<file path="config.mk">
export PLATFORM = sky130hd
export DESIGN_NAME = vpvs_ctrl
export DESIGN_NICKNAME = d
export VERILOG_FILES = /design/src/vpvs_pkg.sv /design/src/vpvs_ctrl.sv
export SDC_FILE = /design/constraint.sdc
export NUM_CORES = 1
export LEC_CHECK = 0
export ABC_AREA = 1
export BUFFER_PORTS_ARGS = -buffer_cell sky130_fd_sc_hd__buf_2
export CORE_AREA = 2 2 68 76
export DETAILED_ROUTE_END_ITERATION = 8
export DIE_AREA = 0 0 70 78
export PLACE_DENSITY = 0.89
export SLEW_MARGIN = 25
export SYNTH_ARGS = -nofsm -noshare
export SYNTH_HDL_FRONTEND = slang
export SYNTH_SLANG_ARGS = --single-unit
</file>
<file path="constraint.sdc">
create_clock -name clk -period 2.1 [get_ports clk]
set_input_delay 0.315 -clock clk [delete_from_list [all_inputs] [get_ports clk]]
set_output_delay 0.315 -clock clk [all_outputs]
set_load 0.03 [all_outputs]
</file>
<file path="src/vpvs_pkg.sv">
package vpvs_pkg;

    // fixed field widths
    localparam int IDX_W   = 10;
    localparam int POS_W   = 16;
    localparam int STR_W   = 16;
    localparam int VEL_W   = 32;
    localparam int CNT_W   = 11;
    localparam int SIG_W   = 20;
    localparam int CFG_W   = 20;
    localparam int ENTRY_W = 2 * POS_W + STR_W;

    localparam int MAX_PARTICLES_DEF = 1024;

    // datapath widths
    localparam int R2_W   = 33;
    localparam int MUL_W  = 34;
    localparam int PROD_W = 2 * MUL_W;
    localparam int DIVD_W = 64;
    localparam int DIVS_W = 50;
    localparam int ACC_W  = 52;
    localparam int K_W    = 4;

    localparam logic [SIG_W-1:0] SIGMA_SQ_RST = 20'd1049;
    localparam logic [R2_W-1:0]  EPS_Q28      = 33'd268;
    localparam logic [MUL_W-1:0] TWO_PI_Q14   = 34'd102944;
    localparam logic [32:0]      ONE_Q32      = 33'h1_0000_0000;
    localparam logic [MUL_W-1:0] TWO_Q32      = 34'h2_0000_0000;
    localparam logic [K_W-1:0]   K_FIRST      = 4'd12;
    localparam logic [K_W-1:0]   K_LAST       = 4'd2;
    localparam logic [2:0]       DBL_LAST     = 3'd5;

    typedef enum logic {
        OP_LOAD,
        OP_QUERY
    } op_t;

    typedef enum logic {
        CFG_PARTICLE_COUNT,
        CFG_SIGMA_SQ
    } cfg_idx_t;

    typedef enum logic [4:0] {
        DP_NOP,
        DP_LOAD,
        DP_QLATCH,
        DP_DIFF,
        DP_SQX,
        DP_SQY,
        DP_R2,
        DP_YDIV,
        DP_YCHK,
        DP_HMUL,
        DP_HRCP,
        DP_HCORR,
        DP_GMUL,
        DP_GWB,
        DP_DMUL,
        DP_DENMUL,
        DP_DENWB,
        DP_NXMUL,
        DP_NYMUL,
        DP_NGMUL,
        DP_TXDIV,
        DP_TYDIV,
        DP_ACCX,
        DP_ACCY,
        DP_OUT
    } dp_op_t;

    typedef enum logic [4:0] {
        ST_IDLE,
        ST_START,
        ST_READ,
        ST_DIFF,
        ST_SQX,
        ST_SQY,
        ST_R2,
        ST_ZCHK,
        ST_YWAIT,
        ST_YCHK,
        ST_HMUL,
        ST_HRCP,
        ST_HCORR,
        ST_GMUL,
        ST_GWB,
        ST_DMUL,
        ST_DWB,
        ST_DENMUL,
        ST_DENWB,
        ST_NXMUL,
        ST_NXG,
        ST_TXGO,
        ST_TXWAIT,
        ST_ACCX,
        ST_NYMUL,
        ST_NYG,
        ST_TYGO,
        ST_TYWAIT,
        ST_ACCY,
        ST_NEXT,
        ST_DONE
    } state_t;

    typedef struct packed {
        dp_op_t         op;
        logic [K_W-1:0] k;
    } dp_cmd_t;

    typedef struct packed {
        logic r2_zero;
        logic y_big;
        logic div_busy;
        logic out_free;
    } dp_status_t;

    // floor(2^32 / k) for the horner divisions
    function automatic logic [31:0] recip(input logic [K_W-1:0] k);
        logic [31:0] r;
        case (k)
            4'd2:    r = 32'd2147483648;
            4'd3:    r = 32'd1431655765;
            4'd4:    r = 32'd1073741824;
            4'd5:    r = 32'd858993459;
            4'd6:    r = 32'd715827882;
            4'd7:    r = 32'd613566756;
            4'd8:    r = 32'd536870912;
            4'd9:    r = 32'd477218588;
            4'd10:   r = 32'd429496729;
            4'd11:   r = 32'd390451572;
            4'd12:   r = 32'd357913941;
            default: r = 32'd0;
        endcase
        return r;
    endfunction

endpackage

</file>
<file path="src/vpvs_ctrl.sv">
module vpvs_ctrl #(
    parameter  int MAX_PARTICLES = vpvs_pkg::MAX_PARTICLES_DEF,
    localparam int AddrW = (MAX_PARTICLES > 1) ? $clog2(MAX_PARTICLES) : 1
) (
    input  logic                           clk,
    input  logic                           rst_n,
    input  logic                           in_valid,
    output logic                           in_ready,
    input  logic                           operation,
    input  logic [vpvs_pkg::CNT_W-1:0]     particle_count,
    input  vpvs_pkg::dp_status_t           status,
    output vpvs_pkg::dp_cmd_t              cmd,
    output logic [AddrW-1:0]               rd_addr
);
    import vpvs_pkg::*;

    localparam int CntW = $clog2(MAX_PARTICLES + 1);

    state_t           state_reg, state_next;
    logic [CntW-1:0]  i_reg, i_next;
    logic [CntW-1:0]  n_reg, n_next;
    logic [K_W-1:0]   k_reg, k_next;
    logic [2:0]       dbl_reg, dbl_next;
    logic [CntW-1:0]  n_clamp;

    assign n_clamp = (32'(particle_count) > MAX_PARTICLES) ? CntW'(MAX_PARTICLES)
                                                           : CntW'(particle_count);

    always_ff @(posedge clk or negedge rst_n)
    begin
        if (!rst_n)
        begin
            state_reg <= ST_IDLE;
            i_reg     <= '0;
            n_reg     <= '0;
            k_reg     <= '0;
            dbl_reg   <= '0;
        end
        else
        begin
            state_reg <= state_next;
            i_reg     <= i_next;
            n_reg     <= n_next;
            k_reg     <= k_next;
            dbl_reg   <= dbl_next;
        end
    end

    always_comb
    begin
        state_next = state_reg;
        i_next     = i_reg;
        n_next     = n_reg;
        k_next     = k_reg;
        dbl_next   = dbl_reg;
        cmd.op     = DP_NOP;
        cmd.k      = k_reg;
        in_ready   = 1'b0;
        unique case (state_reg)
            ST_IDLE:
            begin
                in_ready = 1'b1;
                if (in_valid)
                begin
                    if (operation == OP_QUERY)
                    begin
                        cmd.op     = DP_QLATCH;
                        n_next     = n_clamp;
                        i_next     = '0;
                        state_next = ST_START;
                    end
                    else
                        cmd.op = DP_LOAD;
                end
            end
            ST_START:  state_next = (n_reg == '0) ? ST_DONE : ST_READ;
            ST_READ:   state_next = ST_DIFF;
            ST_DIFF:
            begin
                cmd.op     = DP_DIFF;
                state_next = ST_SQX;
            end
            ST_SQX:
            begin
                cmd.op     = DP_SQX;
                state_next = ST_SQY;
            end
            ST_SQY:
            begin
                cmd.op     = DP_SQY;
                state_next = ST_R2;
            end
            ST_R2:
            begin
                cmd.op     = DP_R2;
                state_next = ST_ZCHK;
            end
            ST_ZCHK:
            begin
                // coincident particle contributes nothing
                if (status.r2_zero)
                    state_next = ST_NEXT;
                else
                begin
                    cmd.op     = DP_YDIV;
                    state_next = ST_YWAIT;
                end
            end
            ST_YWAIT:  if (!status.div_busy) state_next = ST_YCHK;
            ST_YCHK:
            begin
                cmd.op     = DP_YCHK;
                k_next     = K_FIRST;
                dbl_next   = '0;
                state_next = status.y_big ? ST_DENMUL : ST_HMUL;
            end
            ST_HMUL:
            begin
                cmd.op     = DP_HMUL;
                state_next = ST_HRCP;
            end
            ST_HRCP:
            begin
                cmd.op     = DP_HRCP;
                state_next = ST_HCORR;
            end
            ST_HCORR:
            begin
                cmd.op     = DP_HCORR;
                k_next     = k_reg - 4'd1;
                state_next = (k_reg == K_LAST) ? ST_GMUL : ST_HMUL;
            end
            ST_GMUL:
            begin
                cmd.op     = DP_GMUL;
                state_next = ST_GWB;
            end
            ST_GWB:
            begin
                cmd.op     = DP_GWB;
                state_next = ST_DMUL;
            end
            ST_DMUL:
            begin
                cmd.op     = DP_DMUL;
                state_next = ST_DWB;
            end
            ST_DWB:
            begin
                cmd.op     = DP_GWB;
                dbl_next   = dbl_reg + 3'd1;
                state_next = (dbl_reg == DBL_LAST) ? ST_DENMUL : ST_DMUL;
            end
            ST_DENMUL:
            begin
                cmd.op     = DP_DENMUL;
                state_next = ST_DENWB;
            end
            ST_DENWB:
            begin
                cmd.op     = DP_DENWB;
                state_next = ST_NXMUL;
            end
            ST_NXMUL:
            begin
                cmd.op     = DP_NXMUL;
                state_next = ST_NXG;
            end
            ST_NXG:
            begin
                cmd.op     = DP_NGMUL;
                state_next = ST_TXGO;
            end
            ST_TXGO:
            begin
                cmd.op     = DP_TXDIV;
                state_next = ST_TXWAIT;
            end
            ST_TXWAIT: if (!status.div_busy) state_next = ST_ACCX;
            ST_ACCX:
            begin
                cmd.op     = DP_ACCX;
                state_next = ST_NYMUL;
            end
            ST_NYMUL:
            begin
                cmd.op     = DP_NYMUL;
                state_next = ST_NYG;
            end
            ST_NYG:
            begin
                cmd.op     = DP_NGMUL;
                state_next = ST_TYGO;
            end
            ST_TYGO:
            begin
                cmd.op     = DP_TYDIV;
                state_next = ST_TYWAIT;
            end
            ST_TYWAIT: if (!status.div_busy) state_next = ST_ACCY;
            ST_ACCY:
            begin
                cmd.op     = DP_ACCY;
                state_next = ST_NEXT;
            end
            ST_NEXT:
            begin
                i_next     = i_reg + CntW'(1);
                state_next = (i_next == n_reg) ? ST_DONE : ST_READ;
            end
            ST_DONE:
            begin
                if (status.out_free)
                begin
                    cmd.op     = DP_OUT;
                    state_next = ST_IDLE;
                end
            end
            default:   state_next = ST_IDLE;
        endcase
    end

    assign rd_addr = i_reg[AddrW-1:0];

endmodule

</file>
==> results.rst <==
.. list-table::
   :header-rows: 1

   * - Metric
     - Value
   * - Status
     - finished, violations left
   * - Violations in the final reports
     - setup timing
   * - Area added between synthesis and finish
     - 25.5%
   * - Number of I/O pins
     - 39
   * - # rows
     - 26
   * - Global-route total usage across every layer
     - 31.3%
   * - Die area
     - 0.00546 sq mm
   * - Antenna cells
     - 0
   * - Max-cap violations
     - 0
   * - Critical Path Fanout Max
     - 7
   * - Synthesized area per cell
     - 6.61 sq um
   * - Element type at the critical path start
     - register
   * - Worst Setup Path Type
     - reg2out
   * - Core region area
     - 0.00462 sq mm
   * - Vias in the first global route
     - 3029
   * - Initial cell density of the core
     - 56.2%
   * - Wire length reported by the detailed router
     - 8610 um
   * - Count of final hold-check violations
     - 0
   * - Pins Over Slew Limit
     - 0
   * - Async set or reset register ratio after synthesis
     - 100%
   * - Portion of the post-synthesis area used by sequential elements
     - 32.8%
   * - Kind of path behind the tightest hold check
     - in2async
   * - CTS tree
     - done
   * - Count of mapped cells out of synthesis
     - 393
   * - Cell-by-cell trace of the critical path
     - nand2_2 -> inv_2 -> nand3_4 -> nand2_2 -> nor2_4 -> nand4_1 -> a31oi_1 -> nand4_1 -> buf_6
   * - RSZ-0062 raised after global routing
     - true
   * - Clock root buffer master
     - sky130_fd_sc_hd__clkbuf_8
   * - Placed wire-length estimate after detailed placement
     - 6100 um
   * - Total congestion overflow after global routing
     - 0
   * - Arrival time of the worst setup path
     - 1900 ps
   * - Via-to-Cell Ratio
     - 6.04
   * - Number of synthesized register bits
     - 34
   * - Fin nets
     - 484
   * - Die extent in y
     - 78 um
   * - Synth top area cells
     - sky130_fd_sc_hd__dfrtp_1, sky130_fd_sc_hd__nand2_1, sky130_fd_sc_hd__nand3_1
   * - Leak Pwr
     - 1.70 nW
   * - Final Wtd Congestion
     - 0.962
   * - Maximum number of buffers from clock root to sink
     - 2
   * - Number of distinct library cell variants in the gate-level netlist after synthesis
     - 32
   * - Inserted Clock Buffers
     - 5
   * - Post-synthesis net count
     - 417
   * - Clock skew after layout
     - 3.95 ps
   * - Netlist area before placement
     - 0.00260 sq mm
   * - EDFF count, synth
     - 0
   * - Placed Area
     - 0.00289 sq mm
   * - Number of warnings issued by yosys
     - 0
   * - Source-to-sink clock delay at the later pin of the worst-skew pair
     - 280 ps
   * - Die boundary width
     - 70 um
   * - Synth area leader
     - sky130_fd_sc_hd__dfrtp_1
   * - Setup violators final
     - 6
   * - H-tree levels
     - 2
   * - Share of final-layout standard cells stronger than drive strength 1
     - 28.0%
   * - Average detailed-routed wire length per instance
     - 16.7 um
   * - Hold_ws
     - 112 ps
   * - Pwr dens
     - 1210 mW/mm^2
   * - Final non-filler cell area
     - 0.00326 sq mm
   * - Number of inserted filler cells in the final layout
     - 371
   * - Crit path time final
     - 2210 ps
   * - Cell with the most instances after synthesis
     - sky130_fd_sc_hd__nand2_1
   * - Antenna-violating nets left
     - 0
   * - Maximum number of pins on one net before global-route repair
     - 35
   * - Iteration-0 DRC Markers
     - 274
   * - IO Port Bufs
     - 38
   * - CP max stage cell
     - sky130_fd_sc_hd__dfrtp_2
   * - Antenna violations before repair
     - 0
   * - Wire length of the first global-routing pass
     - 13700 um
   * - Delay contributed by the slowest stage of the critical path
     - 510 ps
   * - Top_reg_cell synth
     - sky130_fd_sc_hd__dfrtp_1
   * - Peak supply drop
     - 0.000882 V
   * - Clock-pin transition on the worst setup and hold timing paths
     - 70 ps
   * - Post-synth top cells
     - sky130_fd_sc_hd__nand2_1, sky130_fd_sc_hd__inv_1, sky130_fd_sc_hd__nand3_1, sky130_fd_sc_hd__dfrtp_1, sky130_fd_sc_hd__nor2_1
   * - Vias
     - 3121
   * - Worst rel slew slack
     - 47.2%
   * - Area share of the largest cell type after synthesis
     - 32.8%
   * - Required time reported for the critical path endpoint
     - 1780 ps
   * - Residual DRC count
     - 0
   * - Part of the cycle the worst path needs
     - 105%
   * - Maximum clock frequency
     - 452 MHz
   * - Slew at the pin with the worst max-slew slack
     - 793 ps
   * - Slack of the critical path
     - -112 ps
   * - Critical path endpoint category
     - primary output
   * - Number of detailed-routing iterations run before antenna repair
     - 5
   * - Clock sinks
     - 34
## cells in the final DEF, fill, tap and decap left out, types with 5 or more instances in the layout
cell,n
sky130_fd_sc_hd__o22ai_1,16
sky130_fd_sc_hd__buf_4,37
sky130_fd_sc_hd__nand2_2,6
sky130_fd_sc_hd__buf_2,35
sky130_fd_sc_hd__a21oi_1,7
sky130_fd_sc_hd__nand3_1,42
sky130_fd_sc_hd__ha_1,5
sky130_fd_sc_hd__nor2_2,10
sky130_fd_sc_hd__inv_1,46
sky130_fd_sc_hd__nand2_1,104
sky130_fd_sc_hd__nand4_1,17
sky130_fd_sc_hd__o21ai_0,12
sky130_fd_sc_hd__nor2_4,5
sky130_fd_sc_hd__inv_2,9
sky130_fd_sc_hd__nor2_1,24
sky130_fd_sc_hd__nor3_1,7
sky130_fd_sc_hd__dfrtp_1,30
sky130_fd_sc_hd__clkbuf_8,6
## through the flow
| step | TNS [ps] | instances | total power, mW | utilization [%] | setup WS, ps |
|---|---|---|---|---|---|
| 6_report | -293 | 517 | 3.96 | 70.5 | -112 |
| 5_1_grt | -734 | 517 | 4.19 | 70.5 | -178 |
| 4_1_cts | -60.1 | 511 | 3.67 | 67.7 | -32.0 |
| 3_5_place_dp | 0 | 491 | 3.01 | 62.5 | 156 |
| 3_3_place_gp | 0 | 491 | 2.98 | 62.5 | 152 |
| 2_1_floorplan | 0 | 393 | 2.44 | - | 4.32 |
## layer usage
metal / track usage, % / share of wire [%] / vias to the layer above
li1: - / - / 1438
met1: 34.1 / 36 / 1419
met2: 57.7 / 51 / 212
met3: 5.84 / 7.7 / 52
met4: 15.2 / 5.4 / 0
met5: 0 / 0 / -
## path summary, 6_finish.rpt
path | slack (ps) | depth (start not counted) | end | start
min reg2reg | 540 | 2 | k_reg[3]$_DFFE_PN0P_ | k_reg[3]$_DFFE_PN0P_
max reg2reg | -10 | 14 | state_reg[2]$_DFFE_PN0P_ | state_reg[0]$_DFFE_PN0P_
min in group clk | 260 | 3 | n_reg[9]$_DFFE_PN0P_ | particle_count[9]
min | 110 | 1 | i_reg[0]$_DFFE_PN0P_ | rst_n
max in group asynchronous | 1430 | 1 | state_reg[2]$_DFFE_PN0P_ | rst_n
max | -110 | 9 | cmd[4] | state_reg[3]$_DFFE_PN0P_
## repair_timing
action / CTS / global route
setup endpoints to repair: 5 / 9
buffers inserted: 13 / 6
hold buffers: 0 / 0
resized for setup: 25 / 24
pin swaps: 6 / 8
## layout make-up
class	instances	area, sq um	share of cell area (%)
clock inverters	1	5.00	0.154
flip-flops and latches	34	856	26.3
multi-input cells	288	1550	47.4
clock buffers	7	86.3	2.65
inverters	56	213	6.53
well taps	56	70.1	2.15
repair buffers	75	483	14.8
## power by group
part	leakage, nW	switching [mW]	internal [mW]	total [mW]
clock network	0.0482	0.241	0.265	0.506
registers	0.441	0.226	0.871	1.10
logic	1.21	1.48	0.876	2.35
total	1.70	1.94	2.01	3.96
## critical path: cells and delay by family (launching register included)
| family | cells | cell delay [ps] |
|---|---|---|
| AOI/OAI and AO/OA | 1 | 180 |
| buffers and inverters | 2 | 260 |
| DFF | 1 | 510 |
| and+or+nand+nor | 6 | 660 |
## kinds of logic after synthesis
family | after synthesis | share of synthesized area, %
buffers and inverters | 71 | 12.4
adder cells (fa/ha/maj) | 5 | 2.41
XOR/XNOR | 3 | 1.01
flip-flops | 34 | 32.8
AND/OR/NAND/NOR | 232 | 40.5
AO/OA/AOI/OAI | 48 | 10.9
Note: power is estimated with default switching activity, not from simulation.
